[config.mk]
export PLATFORM = sky130hd
export DESIGN_NAME = longest_window_k_distinct
export DESIGN_NICKNAME = d
export VERILOG_FILES = /design/src/lwkd_pkg.sv /design/src/longest_window_k_distinct.sv
export VERILOG_INCLUDE_DIRS = /design/src /design/src/src
export SDC_FILE = /design/constraint.sdc
export NUM_CORES = 1
export LEC_CHECK = 0
export BUFFER_PORTS_ARGS = -buffer_cell sky130_fd_sc_hd__clkbuf_2
export CAP_MARGIN = 20
export CORE_ASPECT_RATIO = 0.7
export CORE_MARGIN = 3
export CORE_UTILIZATION = 35
export DETAILED_ROUTE_END_ITERATION = 8
export PLACE_DENSITY = 0.59
export SLEW_MARGIN = 20
export SYNTH_ARGS = -nofsm -noshare
export SYNTH_HDL_FRONTEND = slang
export SYNTH_SLANG_ARGS = --single-unit
[constraint.sdc]
create_clock -name clk -period 9.5 [get_ports clk]
set_input_delay 1.9 -clock clk [delete_from_list [all_inputs] [get_ports clk]]
set_output_delay 1.9 -clock clk [all_outputs]
set_load 0.01 [all_outputs]
[src/assert_macros.svh]
// assertion macros for the rtl files
`ifndef ASSERT_MACROS_SVH
`define ASSERT_MACROS_SVH

`ifndef ASSERT_OFF

`define ASSERT_IMPLIES(lbl, clk, rstn, ante, cons, msg) \
    lbl: assert property (@(posedge clk) disable iff (!(rstn)) (ante) |-> (cons)) \
        else $error(msg);

`define ASSERT_NEXT(lbl, clk, rstn, ante, cons, msg) \
    lbl: assert property (@(posedge clk) disable iff (!(rstn)) (ante) |=> (cons)) \
        else $error(msg);

`else

`define ASSERT_IMPLIES(lbl, clk, rstn, ante, cons, msg)

`define ASSERT_NEXT(lbl, clk, rstn, ante, cons, msg)

`endif

`endif

[src/lwkd_pkg.sv]
// shared constants and sequencer state type for the distinct-window block
`timescale 1ns / 1ps

package lwkd_pkg;

    localparam int CFG_W         = 4;
    localparam int VAL_IN_W      = 32;
    localparam int OUT_W         = 24;
    localparam int DEFAULT_LIMIT = 2;

    typedef enum logic [6:0] {
        S_IDLE   = 7'b0000001,
        S_SCAN   = 7'b0000010,
        S_PLACE  = 7'b0000100,
        S_CHECK  = 7'b0001000,
        S_EVICT  = 7'b0010000,
        S_DROP   = 7'b0100000,
        S_FINISH = 7'b1000000
    } seq_state_t;

endpackage

[src/longest_window_k_distinct.sv]
// Longest run holding at most K distinct values, one sequence at a time.
//
// Input channel (in_valid/in_ready): one beat carries value and last. A beat
// with last high closes the sequence and yields one beat on the output channel
// (out_valid/out_ready) carrying longest_length; other beats yield nothing.
// cfg_we/cfg_wdata writes distinct_limit (reset 2, 0 acts as 1, values above
// MAX_LIMIT act as MAX_LIMIT); write it only while the block is idle.
// Each beat passes through these steps in order: accept, one pass over the
// MAX_LIMIT+1 slots to find a match and the first free slot, then placement,
// limit check and length update. Each eviction adds a further pass over the
// slots to find the oldest slot; one eviction per beat is the usual case once
// the limit is reached. A last beat then passes the finish step, which loads
// the result register.
// in_ready is high only between beats. The result sits in an output register;
// the next beat is accepted while it waits, and only a following last beat
// holds in its final cycle until the receiver takes the earlier result.
// Reset clears the slot table, the window state and the result valid flag and
// sets the limit to 2; the table is cleared again after every last beat.
`timescale 1ns / 1ps
`include "assert_macros.svh"

module longest_window_k_distinct #(
    parameter int MAX_LIMIT   = 8,
    parameter int POS_WIDTH   = 24,
    parameter int VALUE_WIDTH = 32
) (
    input  logic                                clk,
    input  logic                                rst_n,
    input  logic                                cfg_we,
    input  logic [lwkd_pkg::CFG_W-1:0]          cfg_wdata,
    input  logic                                in_valid,
    output logic                                in_ready,
    input  logic signed [lwkd_pkg::VAL_IN_W-1:0] value,
    input  logic                                last,
    output logic                                out_valid,
    input  logic                                out_ready,
    output logic [lwkd_pkg::OUT_W-1:0]          longest_length
);

    import lwkd_pkg::*;

    localparam int SLOTS = MAX_LIMIT + 1;
    localparam int IDX_W = $clog2(SLOTS);
    localparam int CNT_W = $clog2(SLOTS + 1);
    localparam int KEY_W = (VALUE_WIDTH < VAL_IN_W) ? VALUE_WIDTH : VAL_IN_W;
    localparam logic [POS_WIDTH-1:0] POS_MAX = {POS_WIDTH{1'b1}};
    localparam logic [IDX_W-1:0]     LAST_IDX = IDX_W'(SLOTS - 1);

    seq_state_t state_reg, state_next;

    logic [CFG_W-1:0]     limit_reg, limit_next;
    logic [SLOTS-1:0]     valid_reg, valid_next;
    logic [KEY_W-1:0]     slot_value_reg [SLOTS];
    logic [POS_WIDTH-1:0] slot_pos_reg [SLOTS];

    logic [KEY_W-1:0]     key_reg, key_next;
    logic                 last_reg, last_next;
    logic [IDX_W-1:0]     idx_reg, idx_next;
    logic [CNT_W-1:0]     count_reg, count_next;
    logic [IDX_W-1:0]     hit_reg, hit_next;
    logic                 hit_found_reg, hit_found_next;
    logic [IDX_W-1:0]     free_reg, free_next;
    logic                 free_found_reg, free_found_next;
    logic [IDX_W-1:0]     old_reg, old_next;
    logic                 old_found_reg, old_found_next;
    logic [POS_WIDTH-1:0] old_pos_reg, old_pos_next;

    logic [POS_WIDTH-1:0] position_reg, position_next;
    logic [POS_WIDTH-1:0] window_start_reg, window_start_next;
    logic [POS_WIDTH-1:0] best_reg, best_next;
    logic                 reached_reg, reached_next;

    logic                 out_valid_reg, out_valid_next;
    logic [OUT_W-1:0]     out_len_reg, out_len_next;

    logic                 val_we;
    logic                 pos_we;
    logic [IDX_W-1:0]     place_idx;
    logic [CNT_W-1:0]     lim_eff;
    logic [KEY_W-1:0]     rd_value;
    logic [POS_WIDTH-1:0] rd_pos;
    logic [POS_WIDTH-1:0] start_cand;
    logic [POS_WIDTH:0]   run_len_wide;
    logic [POS_WIDTH-1:0] run_len;
    logic [CNT_W-1:0]     count_placed;

    assign in_ready       = (state_reg == S_IDLE);
    assign out_valid      = out_valid_reg;
    assign longest_length = out_len_reg;

    assign rd_value  = slot_value_reg[idx_reg];
    assign rd_pos    = slot_pos_reg[idx_reg];
    assign place_idx = hit_found_reg ? hit_reg : free_reg;

    // effective limit clamped to 1..MAX_LIMIT
    always_comb
    begin
        if (limit_reg == '0)
        begin
            lim_eff = CNT_W'(1);
        end
        else if (int'(limit_reg) > MAX_LIMIT)
        begin
            lim_eff = CNT_W'(MAX_LIMIT);
        end
        else
        begin
            lim_eff = CNT_W'(limit_reg);
        end
    end

    assign start_cand   = (old_pos_reg == POS_MAX) ? POS_MAX : old_pos_reg + 1'b1;
    assign count_placed = count_reg + CNT_W'(!hit_found_reg);

    // run length of the window ending at the current position
    always_comb
    begin
        run_len_wide = {1'b0, position_reg} - {1'b0, window_start_reg} + 1'b1;
        if (position_reg < window_start_reg)
        begin
            run_len = '0;
        end
        else if (run_len_wide[POS_WIDTH])
        begin
            run_len = POS_MAX;
        end
        else
        begin
            run_len = run_len_wide[POS_WIDTH-1:0];
        end
    end

    always_comb
    begin
        state_next        = state_reg;
        limit_next        = cfg_we ? cfg_wdata : limit_reg;
        valid_next        = valid_reg;
        key_next          = key_reg;
        last_next         = last_reg;
        idx_next          = idx_reg;
        count_next        = count_reg;
        hit_next          = hit_reg;
        hit_found_next    = hit_found_reg;
        free_next         = free_reg;
        free_found_next   = free_found_reg;
        old_next          = old_reg;
        old_found_next    = old_found_reg;
        old_pos_next      = old_pos_reg;
        position_next     = position_reg;
        window_start_next = window_start_reg;
        best_next         = best_reg;
        reached_next      = reached_reg;
        out_valid_next    = out_valid_reg && !out_ready;
        out_len_next      = out_len_reg;
        val_we            = 1'b0;
        pos_we            = 1'b0;

        unique case (state_reg)
            S_IDLE:
            begin
                if (in_valid)
                begin
                    key_next        = value[KEY_W-1:0];
                    last_next       = last;
                    idx_next        = '0;
                    count_next      = '0;
                    hit_found_next  = 1'b0;
                    free_found_next = 1'b0;
                    state_next      = S_SCAN;
                end
            end
            S_SCAN:
            begin
                if (valid_reg[idx_reg])
                begin
                    count_next = count_reg + 1'b1;
                    if (!hit_found_reg && rd_value == key_reg)
                    begin
                        hit_next       = idx_reg;
                        hit_found_next = 1'b1;
                    end
                end
                else if (!free_found_reg)
                begin
                    free_next       = idx_reg;
                    free_found_next = 1'b1;
                end
                if (idx_reg == LAST_IDX)
                begin
                    state_next = S_PLACE;
                end
                else
                begin
                    idx_next = idx_reg + 1'b1;
                end
            end
            S_PLACE:
            begin
                // a new value takes the first free slot
                pos_we     = 1'b1;
                val_we     = !hit_found_reg;
                hit_next   = place_idx;
                count_next = count_placed;
                valid_next[place_idx] = 1'b1;
                state_next = S_CHECK;
            end
            S_CHECK:
            begin
                if (count_reg > lim_eff)
                begin
                    idx_next       = '0;
                    old_found_next = 1'b0;
                    state_next     = S_EVICT;
                end
                else
                begin
                    if (count_reg == lim_eff)
                    begin
                        reached_next = 1'b1;
                    end
                    if (run_len > best_reg)
                    begin
                        best_next = run_len;
                    end
                    if (position_reg != POS_MAX)
                    begin
                        position_next = position_reg + 1'b1;
                    end
                    state_next = last_reg ? S_FINISH : S_IDLE;
                end
            end
            S_EVICT:
            begin
                if (valid_reg[idx_reg] && idx_reg != hit_reg &&
                    (!old_found_reg || rd_pos < old_pos_reg))
                begin
                    old_next       = idx_reg;
                    old_pos_next   = rd_pos;
                    old_found_next = 1'b1;
                end
                if (idx_reg == LAST_IDX)
                begin
                    state_next = S_DROP;
                end
                else
                begin
                    idx_next = idx_reg + 1'b1;
                end
            end
            S_DROP:
            begin
                if (old_found_reg)
                begin
                    valid_next[old_reg] = 1'b0;
                    count_next          = count_reg - 1'b1;
                    if (start_cand > window_start_reg)
                    begin
                        window_start_next = start_cand;
                    end
                end
                state_next = S_CHECK;
            end
            S_FINISH:
            begin
                if (!out_valid_reg || out_ready)
                begin
                    out_valid_next    = 1'b1;
                    out_len_next      = OUT_W'(reached_reg ? best_reg : position_reg);
                    valid_next        = '0;
                    position_next     = '0;
                    window_start_next = '0;
                    best_next         = '0;
                    reached_next      = 1'b0;
                    state_next        = S_IDLE;
                end
            end
            default:
            begin
                state_next = S_IDLE;
            end
        endcase
    end

    always_ff @(posedge clk or negedge rst_n)
    begin
        if (!rst_n)
        begin
            state_reg        <= S_IDLE;
            limit_reg        <= CFG_W'(DEFAULT_LIMIT);
            valid_reg        <= '0;
            position_reg     <= '0;
            window_start_reg <= '0;
            best_reg         <= '0;
            reached_reg      <= 1'b0;
            out_valid_reg    <= 1'b0;
            idx_reg          <= '0;
            count_reg        <= '0;
            hit_found_reg    <= 1'b0;
            free_found_reg   <= 1'b0;
            old_found_reg    <= 1'b0;
        end
        else
        begin
            state_reg        <= state_next;
            limit_reg        <= limit_next;
            valid_reg        <= valid_next;
            position_reg     <= position_next;
            window_start_reg <= window_start_next;
            best_reg         <= best_next;
            reached_reg      <= reached_next;
            out_valid_reg    <= out_valid_next;
            idx_reg          <= idx_next;
            count_reg        <= count_next;
            hit_found_reg    <= hit_found_next;
            free_found_reg   <= free_found_next;
            old_found_reg    <= old_found_next;
        end
    end

    // item and scan payload
    always_ff @(posedge clk)
    begin
        key_reg     <= key_next;
        last_reg    <= last_next;
        hit_reg     <= hit_next;
        free_reg    <= free_next;
        old_reg     <= old_next;
        old_pos_reg <= old_pos_next;
        out_len_reg <= out_len_next;
    end

    // slot table
    always_ff @(posedge clk)
    begin
        if (val_we)
        begin
            slot_value_reg[place_idx] <= key_reg;
        end
        if (pos_we)
        begin
            slot_pos_reg[place_idx] <= position_reg;
        end
    end

    `ASSERT_IMPLIES(a_idle_fill, clk, rst_n, state_reg == S_IDLE,
        $countones(valid_reg) <= MAX_LIMIT, "slot table overfull between beats")
    `ASSERT_IMPLIES(a_start_le_pos, clk, rst_n, state_reg == S_IDLE,
        window_start_reg <= position_reg, "window start beyond position")
    `ASSERT_IMPLIES(a_best_le_pos, clk, rst_n, state_reg == S_IDLE,
        best_reg <= position_reg, "best length beyond position")
    `ASSERT_NEXT(a_result_from_finish, clk, rst_n, state_reg != S_FINISH && !out_valid_reg,
        !out_valid_reg, "result raised outside the finish step")

endmodule
# After elaboration in Yosys (flattened, before gate mapping)
# Memory sizes are Yosys's and may differ from the RTL's.
# Cells that the tools add are included.
dict set report classes {
  bitwise 5
  add_sub_neg 8
  eq_ne 29
  reduce_logical 39
  mux 64
  n_lt_le_gt_ge 11
}
# cell n
set op_table {}
lappend op_table {{2-to-1 mux 24 bit} 11}
lappend op_table {{case mux 24 bit (2 select lines)} 3}
lappend op_table {{adder 24 x 1 -> 24 bit (second input constant)} 2}
lappend op_table {{> comparator 24 bit} 2}
lappend op_table {{< comparator 24 bit} 2}
lappend op_table {{2-to-1 mux 7 bit} 6}
lappend op_table {{case mux 7 bit (6 select lines)} 1}
lappend op_table {{2-to-1 mux 4 bit} 10}
lappend op_table {{equality test 32 bit} 1}
lappend op_table {{!= test 2 bit (second input constant)} 16}
lappend op_table {{AND reduction 4 bit} 8}
lappend op_table {{case mux 9 bit (3 select lines)} 1}
lappend op_table {{adder 25 x 1 -> 25 bit (second input constant)} 1}
lappend op_table {{subtractor 24 x 24 -> 25 bit} 1}
lappend op_table {{equality test 24 bit (second input constant)} 1}
lappend op_table {{!= test 24 bit (second input constant)} 1}
lappend op_table {{2-to-1 mux 1 bit} 20}
lappend op_table {{2-to-1 mux 9 bit} 2}
lappend op_table {{case mux 4 bit (4 select lines)} 1}
lappend op_table {{< comparator 4 x 5 -> 1 bit (second input constant)} 3}
lappend op_table {{AND reduction 3 bit} 5}
lappend op_table {{case mux 4 bit (3 select lines)} 1}
lappend op_table {{nonzero test 2 bit} 5}
lappend op_table {{bitwise AND 9 bit} 1}
lappend op_table {{31 further kinds} 51}
dict set report word_totals {
  elab_cells 178
  ram_bits 504
  regBits 198
  inputBits 42
  n_memories 2
}
# name words width read_ports rd_clocked_by_memory_dff wr line_no
set memory_table {}
lappend memory_table {slot_value_reg 9 32 1 0 1 longest_window_k_distinct.sv:53} ;# logic [KEY_W-1:0] slot_value_reg [SLOTS];
lappend memory_table {slot_pos_reg 9 24 1 0 1 longest_window_k_distinct.sv:54} ;# logic [POS_WIDTH-1:0] slot_pos_reg [SLOTS];

# Logic depth before layout (Yosys ltp)
dict set report depth {
  word_depth 8
  depth_mapped 23
}

# Least setup slack after synthesis
# No wires, ideal clock.
dict set report synth_path {
  path_kind {register to register}
  from {reg position_reg[2]}
  to {reg best_reg[10]}
  t_required_ns 9.359
  n_path_buf 2
  setup_slack_ns 4.637
  t_arrival_ns 4.722
  path_stages_with_launch 23
  cell_sequence {dfrtp_1 -> ha_1 -> inv_1 -> fa_1 -> nor2b_1 -> o31ai_2 -> nand3_1 -> a311o_2 -> a21oi_2 -> nor3_2 -> buf_2 -> nor3_1 -> nor2_1 -> ha_1 -> nand3_1 -> nor4_1 -> o21ai_0 -> a21oi_1 -> o21ai_0 -> a21oi_1 -> o211a_1 -> clkbuf_1 -> o22ai_1}
}
dict set report synth_via {
  elab_chain_len 7
  elab_cells_between_ends 11
  cone_classes {2 x add/sub; 2 x order compare; 1 x eq/ne; 5 x mux; 1 x reduce/logical}
}
# item line_no
set synth_lines {}
lappend synth_lines {{from (decl)} longest_window_k_distinct.sv:68} ;# logic [POS_WIDTH-1:0] position_reg, position_next;
lappend synth_lines {{from (signal assigned)} longest_window_k_distinct.sv:307} ;# position_reg <= position_next;
lappend synth_lines {{subtractor 24 x 24 -> 25 bit} longest_window_k_distinct.sv:118} ;# run_len_wide = {1'b0, position_reg} - {1'b0, window_start_reg} + 1'b1;
lappend synth_lines {{adder 25 x 1 -> 25 bit} longest_window_k_distinct.sv:118}
lappend synth_lines {{2-to-1 mux 24 bit} longest_window_k_distinct.sv:123} ;# else if (run_len_wide[POS_WIDTH])
lappend synth_lines {{2-to-1 mux 24 bit *} longest_window_k_distinct.sv:119} ;# if (position_reg < window_start_reg)
lappend synth_lines {{> comparator 24 bit / 2-to-1 mux 24 bit (equally long branches)} longest_window_k_distinct.sv:221} ;# if (run_len > best_reg)
lappend synth_lines {{!= test 2 bit (no source line) / 2-to-1 mux 24 bit (equally long branches)} --}
lappend synth_lines {{AND reduction 4 bit (no source line) / case mux 24 bit (2 select lines) (equally long branches)} --}
lappend synth_lines {{to (signal assigned)} longest_window_k_distinct.sv:309} ;# best_reg <= best_next;
lappend synth_lines {{to (decl)} longest_window_k_distinct.sv:70} ;# logic [POS_WIDTH-1:0] best_reg, best_next;
# Mark *: on every way between the ends. The rest lies on a longest branch, timed or not. The select of a mux whose other input is x is not followed.
# A chain may end at the register's enable or synchronous reset.

# Worst setup path in the final report
dict set report layout_path {
  from {reg position_reg[2]}
  to {reg best_reg[5]}
}
# The elaborated chain is that of the path after synthesis.

==> flow_summary.yaml <==
critical_path:
  cp-end-kind: "register"
  worstSetupStartpointType: "register"
  worstReg2RegStart: "position_reg[2]$_DFFE_PN0P_"
  path_max_fanout: 24
  crit_start: "position_reg[2]$_DFFE_PN0P_"
  cp.required_ns: 10.03
  reg2reg_depth: 21
  cp_data_arrival_time_ns: 7.40
  rrSetupSlack_ns: 2.64
  r2r-end: "best_reg[5]$_DFFE_PN0P_"
  path_class: "register to register"
  crit_end: "best_reg[5]$_DFFE_PN0P_"
synthesis:
  synth-seq-cells: 702
  syn-cell-area_um2: 32600
  yosysWarnings: 0
  synth.distinct_cells: 100
  syn_inst: 2250
  yosys_most_used_dff: "edfxtp_1"
  syn_avg_cell_area_um2: 14.5
  yosysSeqAreaShare: 0.631
  synth_edf_count: 597
  async_reset_ff_frac: 0.150
  syn_nets: 2436
sta:
  timing.setup.tns_ns: 0
  finClkSkew_ns: 0.0335
  final.min_clock_period_ns: 6.86
  rsz0062_at_grt: "false"
  setup-violations-final: 0
  finalMaxSlewViolations: 0
  finalHoldViolCount: 0
  tightest_slew_ns: 1.13
  timing.hold.ws_ns: 0.483
  slew_headroom: 0.247
  finalCritPeriodShare: 0.722
  fmax_ghz: 0.146
place:
  place_area_um2: 34400
  gp_congestion: 0.876
  port-buffer-count: 67
  place_hpwl_um: 53500
finish:
  design_area_um2: 36700
  final_util: 0.403
  layout_common_cells: "597 x edfxtp_1, 154 x nand2_1, 136 x inv_1"
  syn_to_final_growth_pct: 12.6
  finalNetCount: 2529
  final_common_cell: "edfxtp_1"
  n_fill_cell: 8332
  largest_reg_flops: 288
  layout-drive-gt1-share: 0.162
global_route:
  grt_max_degree: 61
  grt_overflow: 0
  grt_pass1_vias: 19500
  antenna_found_initial: 1
  grt_pass1_wl_um: 124000
  grt_use_total: 0.169
floorplan:
  dieArea_um2: 96900
  num_rows: 92
  fp.dieW_um: 371
  start_util: 0.358
  die_y_um: 261
  boundaryPins: 68
  core-area_um2: 91200
worst_hold_path:
  hp-class: "register to register"
detailed_routing:
  drcViolationCount: 0
  drt_pass1_iterations: 6
  num_vias: 19800
  finalWirelength_um: 82300
  wl_per_cell_um: 22.7
  vias_per_cell: 5.46
  detail-route-antenna-nets: 0
  drt_iter0_markers: 1848
clock_tree:
  cts_tree: "yes"
  root_buffer: "clkbuf_16"
  cts.clk_slew.worst_paths_ns: 0.06
  cts_buffer_depth: 3
  cts.hold.buffers_added: 0
  cts.sinks: 702
  postCtsSetupBuffers: 0
  cts_resized: 0
  cts_buffers: 72
  clk_latency_ns: 0.65
  htreeDepth: 3
job:
  cap_violations: 0
outcome:
  status: "finished, final reports clean"
power:
  ir_worst_vdd_mv: 0.150
  leakage_nw: 13.0
  power.density_nw_per_um2: 238
## report_power, final
part | internal, W | total (W) | switching (W)
clock | 0.00151 | 0.00274 | 0.00123
sequential | 0.00365 | 0.00396 | 0.000311
combinational | 0.000878 | 0.00204 | 0.00116
## critical path: stages (launching register included)
cell	delay, ns
dfrtp_1	0.62
ha_1	0.27
inv_1	0.07
fa_1	0.51
nor2b_1	0.19
o31ai_2	0.37
nand3_1	0.21
a311o_2	0.49
a21oi_2	0.20
nor3_2	0.06
buf_4	0.22
a211oi_1	0.34
nor2_1	0.08
ha_1	0.32
nand4_1	0.14
nor4_1	0.42
o21ai_0	0.16
a21oi_1	0.28
o21ai_0	0.13
a21oi_1	0.30
nand3_1	0.84
o22ai_1	0.52
## Yosys cell counts (40+ instances only)
cell	count	area share
a21oi_1	87	0.013
clkbuf_1	44	0.0051
dfrtp_1	103	0.079
edfxtp_1	597	0.55
ha_1	131	0.050
inv_1	137	0.016
mux2i_1	83	0.025
mux4_2	98	0.068
nand2_1	154	0.018
nor2_1	108	0.012
nor3_1	40	0.0061
o21ai_0	92	0.014
## kinds of logic (layout without fill, tap and decap cells)
group | count (synthesis) | after routing | synth area share
AOI/OAI and AO/OA | 411 | 411 | 0.0838
other | 0 | 1 | 0
and+or+nand+nor | 489 | 489 | 0.0749
xor gates and xnor gates | 55 | 55 | 0.0148
muxes | 227 | 227 | 0.109
adders and majority gates | 144 | 144 | 0.0583
buffers and inverters | 222 | 370 | 0.0284
DFF | 702 | 702 | 0.631
## final cells by class
class | instances | area, um2 | area share
clock inverter | 39 | 359 | 0.00978
inverter | 138 | 518 | 0.0141
antenna | 1 | 2.50 | 0.0000682
multi-input combinational | 1326 | 11200 | 0.305
clock buffer | 90 | 1920 | 0.0523
tap | 1222 | 1530 | 0.0416
timing repair buffer | 103 | 606 | 0.0165
sequential | 702 | 20600 | 0.560
## worst min path at each step
stage / startpoint / endpoint / slack [ns] / depth (start not counted)
after detailed placement: free_found_reg$_DFFE_PN0P_ / free_found_reg$_DFFE_PN0P_ / 0.47 / 2
final: count_reg[0]$_DFFE_PN0P_ / count_reg[0]$_DFFE_PN0P_ / 0.48 / 2
after global placement: count_reg[0]$_DFFE_PN0P_ / count_reg[0]$_DFFE_PN0P_ / 0.46 / 2
after floorplan: last_reg$_DFFE_PP_ / state_reg[0]$_DFFE_PN1P_ / 0.44 / 3
after CTS: count_reg[0]$_DFFE_PN0P_ / count_reg[0]$_DFFE_PN0P_ / 0.49 / 2
after global routing: window_start_reg[12]$_DFFE_PN0P_ / window_start_reg[12]$_DFFE_PN0P_ / 0.51 / 1
## per-stage QoR
step           setup slack (ns)  std cells  power, W
2_1_floorplan              4.64       2250   0.00538
3_3_place_gp               3.03       3490   0.00602
3_5_place_dp               2.85       3490   0.00605
4_1_cts                    2.83       3619   0.00881
5_1_grt                    2.31       3620   0.00919
6_report                   2.64       3621   0.00875
## per-layer routing
metal	share of wire	wire [um]	vias up	GRT usage
met5	0	0	-	0
met2	0.42	34400	617	0.237
met4	0.020	1620	0	0.0438
li1	-	-	8894	-
met1	0.50	41100	10100	0.265
met3	0.063	5150	116	0.0334
Note: power is estimated with default switching activity, not from simulation.
